## src/rtl/dlps_pkg.sv

```systemverilog
`timescale 1ns / 1ps
// ----------------------------------------------------------------------------
// dlps_pkg
// Shared types, codes and helpers of the delay/loss packet scheduler.
// ----------------------------------------------------------------------------
package dlps_pkg;

    localparam int unsigned RES_W       = 5;
    localparam logic [RES_W-1:0] MAX_RESULTS = 5'd16;
    localparam logic [15:0] LFSR_TAPS   = 16'hB400;
    localparam int unsigned CFG_IDX_W   = 4;

    typedef enum logic [1:0] {
        K_QUEUED  = 2'd0,
        K_REFUSED = 2'd1,
        K_SENT    = 2'd2,
        K_DROPPED = 2'd3
    } t_kind;

    localparam logic [CFG_IDX_W-1:0] REG_MIN_LAT  = 4'd0;
    localparam logic [CFG_IDX_W-1:0] REG_MAX_LAT  = 4'd1;
    localparam logic [CFG_IDX_W-1:0] REG_LOSS_THR = 4'd2;
    localparam logic [CFG_IDX_W-1:0] REG_SEED     = 4'd3;

    typedef struct packed {
        logic [31:0] deadline;
        logic [31:0] address;
        logic [15:0] port;
        logic [15:0] length;
        logic [15:0] handle;
    } t_entry;

    // one Galois step; state zero is treated as one
    function automatic logic [15:0] lfsr_step(input logic [15:0] s);
        logic [15:0] v;
        v = (s == 16'd0) ? 16'd1 : s;
        return v[0] ? ((v >> 1) ^ LFSR_TAPS) : (v >> 1);
    endfunction

endpackage

```

## src/rtl/dlps_mod.sv

```systemverilog
`timescale 1ns / 1ps
// ----------------------------------------------------------------------------
// dlps_mod
// Restoring 16-bit remainder unit, one quotient bit per cycle.
// ----------------------------------------------------------------------------
module dlps_mod (
    input  logic        i_clk,
    input  logic        i_rst_n,
    input  logic        i_start,
    input  logic [15:0] i_dividend,
    input  logic [15:0] i_divisor,
    output logic        o_done,
    output logic [15:0] o_rem
);
    logic        r_run;
    logic [4:0]  r_cnt;
    logic [15:0] r_rem;
    logic [15:0] r_dvd;
    logic [15:0] r_dvs;
    logic        r_done;
    logic [16:0] n_trial;

    always_comb begin
        n_trial = {r_rem, r_dvd[15]};
        if (n_trial >= {1'b0, r_dvs}) begin
            n_trial = n_trial - {1'b0, r_dvs};
        end
    end

    always_ff @(posedge i_clk) begin
        if (!i_rst_n) begin
            r_run  <= 1'b0;
            r_done <= 1'b0;
            r_cnt  <= 5'd0;
        end else begin
            r_done <= 1'b0;
            if (i_start) begin
                r_run <= 1'b1;
                r_cnt <= 5'd0;
                r_rem <= 16'd0;
                r_dvd <= i_dividend;
                r_dvs <= i_divisor;
            end else if (r_run) begin
                // partial remainder stays below the divisor, so 16 bits hold it
                r_rem <= n_trial[15:0];
                r_dvd <= {r_dvd[14:0], 1'b0};
                r_cnt <= r_cnt + 5'd1;
                if (r_cnt == 5'd15) begin
                    r_run  <= 1'b0;
                    r_done <= 1'b1;
                end
            end
        end
    end

    assign o_done = r_done;
    assign o_rem  = r_rem;
endmodule

```

## src/rtl/dlps_entry_ram.sv

```systemverilog
`timescale 1ns / 1ps
// ----------------------------------------------------------------------------
// dlps_entry_ram
// Descriptor store: one write port, one registered read port.
// ----------------------------------------------------------------------------
module dlps_entry_ram #(
    parameter int unsigned DEPTH = 16,
    parameter int unsigned AW    = 4
) (
    input  logic            i_clk,
    input  logic            i_we,
    input  logic [AW-1:0]   i_waddr,
    input  dlps_pkg::t_entry i_wdata,
    input  logic [AW-1:0]   i_raddr,
    output dlps_pkg::t_entry o_rdata
);
    dlps_pkg::t_entry r_mem [DEPTH];
    dlps_pkg::t_entry r_rdata;

    always_ff @(posedge i_clk) begin
        if (i_we) begin
            r_mem[i_waddr] <= i_wdata;
        end
        r_rdata <= r_mem[i_raddr];
    end

    assign o_rdata = r_rdata;
endmodule

```

## src/rtl/delay_loss_packet_scheduler_top.sv

```systemverilog
`timescale 1ns / 1ps
// ----------------------------------------------------------------------------
// delay_loss_packet_scheduler_top
// Queues packet descriptors with a jittered deadline and releases due ones
// on each tick, marking them sent or dropped.
// ----------------------------------------------------------------------------
//  channel  | handshake                | payload
//  ---------+--------------------------+-----------------------------------
//  command  | i_start / o_busy         | i_cmd, i_peer_*, i_packet_length,
//           |                          | i_payload_handle
//  result   | o_strobe (no back-press) | o_kind, o_out_*, o_bytes_sent_total,
//           |                          | o_last
//  config   | i_cfg_valid / o_cfg_ready| i_cfg_index, i_cfg_data
//
//  Queue: written directly, or through the serial 16-bit remainder unit when jitter is on.
//  Tick: each stored entry is one RAM read (S_RD) then evaluate (S_EV), then S_END.
//  Results go out one behind the scan, the last at scan end.
//  Config is taken only while idle with no start pending.
//  Reset is synchronous and needs no clearing pass; results cannot stall.
// ----------------------------------------------------------------------------
module delay_loss_packet_scheduler_top #(
    parameter int unsigned QUEUE_DEPTH = 16
) (
    input  logic        i_clk,
    input  logic        i_rst_n,
    input  logic        i_start,
    output logic        o_busy,
    input  logic        i_cmd,
    input  logic [31:0] i_peer_address,
    input  logic [15:0] i_peer_port,
    input  logic [15:0] i_packet_length,
    input  logic [15:0] i_payload_handle,
    output logic        o_strobe,
    output logic [1:0]  o_kind,
    output logic [31:0] o_out_address,
    output logic [15:0] o_out_port,
    output logic [15:0] o_out_length,
    output logic [15:0] o_out_handle,
    output logic [31:0] o_bytes_sent_total,
    output logic        o_last,
    input  logic        i_cfg_valid,
    output logic        o_cfg_ready,
    input  logic [dlps_pkg::CFG_IDX_W-1:0] i_cfg_index,
    input  logic [15:0] i_cfg_data
);
    localparam int unsigned AW = (QUEUE_DEPTH > 1) ? $clog2(QUEUE_DEPTH) : 1;
    localparam int unsigned CW = $clog2(QUEUE_DEPTH + 1);
    localparam logic [CW-1:0] FULL = CW'(QUEUE_DEPTH);

    typedef enum logic [2:0] {S_IDLE, S_DIV, S_RD, S_EV, S_END} t_state;

    t_state      r_state;
    logic [15:0] r_min, r_max, r_thr, r_lfsr;
    logic [31:0] r_time, r_bytes;
    logic [CW-1:0] r_count, r_idx, r_keep;
    logic [dlps_pkg::RES_W-1:0] r_n;
    dlps_pkg::t_entry r_desc;

    // held release, shown once the next one (or the scan end) is known
    logic        r_pend;
    dlps_pkg::t_kind r_pkind;
    dlps_pkg::t_entry r_pent;
    logic [31:0] r_pbytes;

    logic        r_ov, r_olast;
    dlps_pkg::t_kind r_okind;
    dlps_pkg::t_entry r_oent;
    logic [31:0] r_obytes;

    logic        div_start, div_done;
    logic [15:0] div_rem, n_sample;
    logic        mem_we;
    logic [AW-1:0] mem_waddr, mem_raddr;
    dlps_pkg::t_entry mem_wdata, mem_rdata;
    logic        jitter_on, due;
    logic [31:0] age;
    logic [31:0] n_bytes;

    assign jitter_on = r_max > r_min;
    assign n_sample  = dlps_pkg::lfsr_step(r_lfsr);
    // due when the wrapped age is non-negative
    assign age       = r_time - mem_rdata.deadline;
    assign due       = !age[31];
    assign n_bytes   = r_bytes + {16'd0, mem_rdata.length};

    assign div_start = (r_state == S_IDLE) && i_start && !i_cmd
                       && (r_count != FULL) && jitter_on;

    dlps_mod u_mod (
        .i_clk      (i_clk),
        .i_rst_n    (i_rst_n),
        .i_start    (div_start),
        .i_dividend (n_sample),
        .i_divisor  (r_max - r_min),
        .o_done     (div_done),
        .o_rem      (div_rem)
    );

    always_comb begin
        mem_we    = 1'b0;
        mem_waddr = r_count[AW-1:0];
        mem_wdata = r_desc;
        mem_raddr = r_idx[AW-1:0];
        if (r_state == S_IDLE && i_start && !i_cmd && r_count != FULL && !jitter_on) begin
            mem_we    = 1'b1;
            mem_wdata = '{deadline: r_time + {16'd0, r_min}, address: i_peer_address,
                          port: i_peer_port, length: i_packet_length,
                          handle: i_payload_handle};
        end else if (r_state == S_DIV && div_done) begin
            mem_we    = 1'b1;
            mem_wdata = r_desc;
            mem_wdata.deadline = r_time + {16'd0, r_min} + {16'd0, div_rem};
        end else if (r_state == S_EV && !(due && r_n < dlps_pkg::MAX_RESULTS)) begin
            mem_we    = 1'b1;
            mem_waddr = r_keep[AW-1:0];
            mem_wdata = mem_rdata;
        end
    end

    dlps_entry_ram #(.DEPTH(QUEUE_DEPTH), .AW(AW)) u_ram (
        .i_clk   (i_clk),
        .i_we    (mem_we),
        .i_waddr (mem_waddr),
        .i_wdata (mem_wdata),
        .i_raddr (mem_raddr),
        .o_rdata (mem_rdata)
    );

    always_ff @(posedge i_clk) begin
        if (!i_rst_n) begin
            r_state <= S_IDLE;
            r_min   <= 16'd0;
            r_max   <= 16'd0;
            r_thr   <= 16'd0;
            r_lfsr  <= 16'd1;
            r_time  <= 32'd0;
            r_bytes <= 32'd0;
            r_count <= '0;
            r_idx   <= '0;
            r_keep  <= '0;
            r_n     <= '0;
            r_pend  <= 1'b0;
            r_ov    <= 1'b0;
            r_olast <= 1'b0;
        end else begin
            r_ov <= 1'b0;
            if (i_cfg_valid && o_cfg_ready) begin
                unique case (i_cfg_index)
                    dlps_pkg::REG_MIN_LAT:  r_min <= i_cfg_data;
                    dlps_pkg::REG_MAX_LAT:  r_max <= i_cfg_data;
                    dlps_pkg::REG_LOSS_THR: r_thr <= i_cfg_data;
                    dlps_pkg::REG_SEED:
                        r_lfsr <= (i_cfg_data == 16'd0) ? 16'd1 : i_cfg_data;
                    default: ;
                endcase
            end
            unique case (r_state)
                S_IDLE: begin
                    if (i_start) begin
                        r_desc <= '{deadline: 32'd0, address: i_peer_address,
                                    port: i_peer_port, length: i_packet_length,
                                    handle: i_payload_handle};
                        if (i_cmd) begin
                            r_time  <= r_time + 32'd1;
                            r_idx   <= '0;
                            r_keep  <= '0;
                            r_n     <= '0;
                            r_pend  <= 1'b0;
                            r_state <= S_RD;
                        end else begin
                            r_oent <= '{deadline: 32'd0, address: i_peer_address,
                                        port: i_peer_port, length: i_packet_length,
                                        handle: i_payload_handle};
                            r_obytes <= r_bytes;
                            r_olast  <= 1'b1;
                            if (r_count == FULL) begin
                                r_ov    <= 1'b1;
                                r_okind <= dlps_pkg::K_REFUSED;
                            end else if (jitter_on) begin
                                r_lfsr  <= n_sample;
                                r_state <= S_DIV;
                            end else begin
                                r_ov    <= 1'b1;
                                r_okind <= dlps_pkg::K_QUEUED;
                                r_count <= r_count + CW'(1);
                            end
                        end
                    end
                end
                S_DIV: begin
                    if (div_done) begin
                        r_ov    <= 1'b1;
                        r_okind <= dlps_pkg::K_QUEUED;
                        r_count <= r_count + CW'(1);
                        r_state <= S_IDLE;
                    end
                end
                S_RD: begin
                    r_state <= (r_idx == r_count) ? S_END : S_EV;
                end
                S_EV: begin
                    if (due && r_n < dlps_pkg::MAX_RESULTS) begin
                        r_lfsr <= n_sample;
                        r_n    <= r_n + dlps_pkg::RES_W'(1);
                        if (r_pend) begin
                            r_ov     <= 1'b1;
                            r_olast  <= 1'b0;
                            r_okind  <= r_pkind;
                            r_oent   <= r_pent;
                            r_obytes <= r_pbytes;
                        end
                        r_pend <= 1'b1;
                        r_pent <= mem_rdata;
                        if (n_sample > r_thr) begin
                            r_pkind  <= dlps_pkg::K_SENT;
                            r_bytes  <= n_bytes;
                            r_pbytes <= n_bytes;
                        end else begin
                            r_pkind  <= dlps_pkg::K_DROPPED;
                            r_pbytes <= r_bytes;
                        end
                    end else begin
                        r_keep <= r_keep + CW'(1);
                    end
                    r_idx   <= r_idx + CW'(1);
                    r_state <= S_RD;
                end
                S_END: begin
                    r_count <= r_keep;
                    if (r_pend) begin
                        r_ov     <= 1'b1;
                        r_olast  <= 1'b1;
                        r_okind  <= r_pkind;
                        r_oent   <= r_pent;
                        r_obytes <= r_pbytes;
                    end
                    r_pend  <= 1'b0;
                    r_state <= S_IDLE;
                end
                default: r_state <= S_IDLE;
            endcase
        end
    end

    assign o_busy             = (r_state != S_IDLE);
    assign o_cfg_ready        = (r_state == S_IDLE) && !i_start;
    assign o_strobe           = r_ov;
    assign o_kind             = r_okind;
    assign o_out_address      = r_oent.address;
    assign o_out_port         = r_oent.port;
    assign o_out_length       = r_oent.length;
    assign o_out_handle       = r_oent.handle;
    assign o_bytes_sent_total = r_obytes;
    assign o_last             = r_olast;

    a_count_bound: assert property (@(posedge i_clk) disable iff (!i_rst_n)
        r_count <= FULL) else $error("entry count above queue depth");
    a_queue_last: assert property (@(posedge i_clk) disable iff (!i_rst_n)
        (o_strobe && (o_kind == dlps_pkg::K_QUEUED || o_kind == dlps_pkg::K_REFUSED))
        |-> o_last) else $error("queue result without last");
    a_keep_le_idx: assert property (@(posedge i_clk) disable iff (!i_rst_n)
        (r_state == S_EV) |-> (r_keep <= r_idx)) else $error("compaction overtook scan");
    a_n_bound: assert property (@(posedge i_clk) disable iff (!i_rst_n)
        r_n <= dlps_pkg::MAX_RESULTS) else $error("too many releases");
endmodule

```

## config.mk

```make
export PLATFORM = sky130hd
export DESIGN_NAME = delay_loss_packet_scheduler_top
export DESIGN_NICKNAME = d
export VERILOG_FILES = /design/src/rtl/dlps_pkg.sv /design/src/rtl/dlps_mod.sv /design/src/rtl/dlps_entry_ram.sv /design/src/rtl/delay_loss_packet_scheduler_top.sv
export SDC_FILE = /design/constraint.sdc
export NUM_CORES = 2
export LEC_CHECK = 0
export BUFFER_PORTS_ARGS = -buffer_cell sky130_fd_sc_hd__buf_2
export CORE_ASPECT_RATIO = 0.7
export CORE_MARGIN = 8
export CORE_UTILIZATION = 35
export DETAILED_ROUTE_END_ITERATION = 10
export GPL_ROUTABILITY_DRIVEN = 1
export SETUP_SLACK_MARGIN = 0.02
export SYNTH_ARGS = -nofsm -noshare
export SYNTH_HDL_FRONTEND = slang
export SYNTH_SLANG_ARGS = --single-unit
```

## constraint.sdc

```tcl
create_clock -name i_clk -period 22.6 [get_ports i_clk]
set_input_delay 3.39 -clock i_clk [delete_from_list [all_inputs] [get_ports i_clk]]
set_output_delay 3.39 -clock i_clk [all_outputs]
set_load 0.03 [all_outputs]
```

==> impl_metrics.env <==
export IMPL_fmax_mhz=129
export IMPL_reg2reg_to="u_ram.r_mem[0][76]"
export IMPL_cts_root_buf="clkbuf_16"
export IMPL_crit_path_end_kind="register"
export IMPL_arrival_ps=8210
export IMPL_drc_errors=0
export IMPL_cts_resized=0
export IMPL_yosysTopAreaCell="edfxtp_1"
export IMPL_vias_per_cell=5.34
export IMPL_core_area_mm2=0.275
export IMPL_power_density_mw_per_mm2=85.6
export IMPL_reg2reg_depth=13
export IMPL_grt_use_total=0.161
export IMPL_die_h_um=455
export IMPL_synth_top_area_frac=0.668
export IMPL_avgSynthCellArea_um2=17.9
export IMPL_fin_cells=9511
export IMPL_clk_latency_ps=870
export IMPL_synth_seq_cells=2420
export IMPL_initial_utilization=0.352
export IMPL_clk_path_buf_depth=4
export IMPL_via_count=50836
export IMPL_place_inst=9102
export IMPL_hpwl_um=135000
export IMPL_synth_edf_count=2147
export IMPL_yosysSeqAreaShare=0.725
export IMPL_critPathSlowestCell="nor2_4"
export IMPL_first_pass_iters=6
export IMPL_hold_viol_final=0
export IMPL_fin_nets=5907
export IMPL_drt_iter0_markers=5257
export IMPL_grt_first_pass_wirelength_um=355000
export IMPL_cts_tree="yes"
export IMPL_max_vdd_ir_drop_uv=54.5
export IMPL_gp_congestion=0.833
export IMPL_tns_ps=0
export IMPL_die_w_um=644
export IMPL_worstPathCellList="buf_2 -> nand2b_1 -> nor2_1 -> nand3_1 -> nand2_1 -> a22oi_1 -> nor2_4 -> buf_4 -> buf_4 -> buf_4"
export IMPL_post_cts_buffers=0
export IMPL_wl_per_cell_um=25.5
export IMPL_grt_max_degree=139
export IMPL_r2r_start="r_time[24]"
export IMPL_min_path_type="register to register"
export IMPL_postCtsHoldBufs=0
export IMPL_clock_skew_ps=60.3
export IMPL_grt_ovfl_total=0
export IMPL_synth_ff_type="edfxtp_1"
export IMPL_yosys_cell_types_count=83
export IMPL_crit_top_cell="buf_4"
export IMPL_cp_num_buf_inv=4
export IMPL_critPathRequiredTime_ps=23070
export IMPL_numCtsBuffers=221
export IMPL_area_growth_pct=13.4
export IMPL_clk_pin_slew_ps=60
export IMPL_rsz0062_at_grt="false"
export IMPL_finalPower_uw=9370
export IMPL_synth_nets=5628
export IMPL_cts_sinks=2420
export IMPL_die_area_mm2=0.293
export IMPL_path_class="primary input to register"
export IMPL_setup_viol=0
export IMPL_critPathMaxStageDelay_ps=920
export IMPL_cap_violations=0
export IMPL_netlist_area_mm2=0.0965
export IMPL_yosysMostFrequentCell="edfxtp_1"
export IMPL_p_leak_uw=0.0347
export IMPL_num_io_pins=223
export IMPL_antenna_found_initial=9
export IMPL_layout_drive_gt1_share=0.223
export IMPL_ys_top_cells_by_count="2147 x edfxtp_1, 560 x mux4_2, 533 x nand2_1, 273 x dfxtp_1, 245 x nor2_1"
export IMPL_maxSlewViolCount=0
export IMPL_holdPathStages=0
export IMPL_regArea_mm2=0.0700
export IMPL_synth_cells=5382
export IMPL_holdPathEnd="r_pent[43]"
export IMPL_multi_input_area_mm2=0.0253
export IMPL_status="completed"
export IMPL_cp_max_fo=35
export IMPL_slew_headroom=0.161
export IMPL_htree_levels=4
export IMPL_ant_nets=0
export IMPL_start_kind="primary input"
export IMPL_synth_async_reset_ratio=0
export IMPL_rrSetupSlack_ps=15000
export IMPL_period_share=0.342
export IMPL_critPathTopFamily="buffers and inverters"
export IMPL_synth_area_top_cells="edfxtp_1 67%, mux4_2 13%, dfxtp_1 5.7%, nand2_1 2.1%, ha_1 1.8%"
export IMPL_finalCoreUtilization=0.399
export IMPL_yosys_warnings=0
export IMPL_placementRows=161
export IMPL_hp_start="u_ram.o_rdata[43]"
export IMPL_grt_pass1_vias=50547
export IMPL_drt_wl_total_um=243000
export IMPL_period_needed_ps=7740
export IMPL_worstMarginPinSlew_ps=1260
export IMPL_io_buffers=222
export IMPL_fillers=24503
==> per-stage QoR <==
step	setup slack, ps	cell area, um^2	hold WS (ps)
after floorplan	13150	96500	409
after global placement	14080	102000	415
after detailed placement	14000	102000	416
after CTS	14890	109000	428
after global routing	14640	109000	450
final	14860	109000	431
==> per-layer routing <==
layer	share of wire	routed length, um	vias up	global-route usage
met2	0.45	110000	1813	0.248
met3	0.069	16800	293	0.0256
met5	0.000053	13	-	0
met1	0.46	113000	26846	0.245
li1	-	-	21882	-
met4	0.016	4000	2	0.0282
==> where the power goes <==
group	switching (uW)	internal [uW]	leakage, uW	total (uW)
combinational	366	146	0.0101	512
sequential	50.5	5040	0.0211	5090
clock	1650	2110	0.00351	3760
==> worst max path at each step <==
| stage | from | endpoint | slack [ps] | cells after the start |
|---|---|---|---|---|
| final | i_cmd | u_ram.r_mem[0][76] | 14860 | 10 |
| after global routing | i_cmd | u_ram.r_mem[0][50] | 14640 | 10 |
| after floorplan | i_cmd | u_ram.r_mem[10][0] | 13150 | 6 |
| after CTS | i_start | o_cfg_ready | 14890 | 3 |
| after detailed placement | i_cmd | u_ram.r_mem[0][74] | 14000 | 10 |
| after global placement | i_cmd | u_ram.r_mem[0][72] | 14080 | 10 |
==> worst register-to-register path, delay by kind of cell, from the launching register on <==
kind	cells	cell delay, ps
buf+inv	3	2140
compound gates	5	2000
simple gates	3	1490
xor+xnor	1	760
flops	1	430
fa+ha+maj	1	370
==> cell type report <==
cell class,count,area share
Tap cell,3667,0.0419
Timing Repair Buffer,319,0.0183
Sequential cell,2420,0.639
Clock inverter,98,0.00946
Multi-Input combinational cell,2568,0.231
Inverter,131,0.00451
Antenna cell,1,0.0000229
Clock buffer,307,0.0559
==> placed cells by master (no fill, tap or decap), types with 10 or more instances in the layout <==
| master | Yosys | routed |
|---|---|---|
| a211oi_1 | 29 | 29 |
| a21o_1 | 40 | 40 |
| a21oi_1 | 129 | 129 |
| a221o_1 | 13 | 13 |
| a22oi_1 | 89 | 89 |
| a31oi_1 | 10 | 10 |
| and3_1 | 20 | 18 |
| buf_12 | 0 | 13 |
| buf_2 | 5 | 222 |
| buf_4 | 0 | 83 |
| bufinv_16 | 0 | 19 |
| clkbuf_1 | 223 | 62 |
| clkbuf_16 | 0 | 223 |
| clkbuf_8 | 0 | 22 |
| clkinv_1 | 1 | 22 |
| clkinv_2 | 0 | 37 |
| dfxtp_1 | 273 | 268 |
| edfxtp_1 | 2147 | 2147 |
| ha_1 | 136 | 136 |
| inv_1 | 129 | 128 |
| mux2_2 | 43 | 43 |
| mux2i_1 | 57 | 57 |
| mux4_2 | 560 | 560 |
| nand2_1 | 533 | 533 |
| nand2b_1 | 14 | 14 |
| nand3_1 | 39 | 39 |
| nand4_1 | 41 | 41 |
| nor2_1 | 245 | 224 |
| nor2_4 | 0 | 19 |
| nor2b_1 | 17 | 17 |
| nor3_1 | 42 | 41 |
| nor4_1 | 17 | 17 |
| o211ai_1 | 12 | 12 |
| o21a_1 | 13 | 12 |
| o21ai_0 | 159 | 159 |
| or3_1 | 21 | 21 |
| xnor2_1 | 94 | 94 |
| xor2_1 | 62 | 62 |
==> registers in the layout (all words and copies together), names as in the netlist, 32 cells and up <==
| name | count |
|---|---|
| o_out_address | 32 |
| r_desc | 80 |
| r_pbytes | 32 |
| r_bytes | 32 |
| r_pent | 80 |
| u_ram.r_mem | 1792 |
| r_time | 32 |
| u_ram.o_rdata | 112 |
| o_bytes_sent_total | 32 |
==> cells by family (layout without fill, tap and decap cells) <==
family                     count (synthesis)  count (layout)  share of synthesized area
DFF                                     2420            2420                      0.725
xor gates and xnor gates                 157             157                     0.0143
buffers and inverters                    394             855                     0.0154
AOI/OAI and AO/OA                        581             581                     0.0391
adders and majority gates                141             141                     0.0187
and+or+nand+nor                         1029            1029                     0.0463
muxes                                    660             660                      0.142
other                                      0               1                          0
No activity file was read; power rests on OpenSTA's default activity.
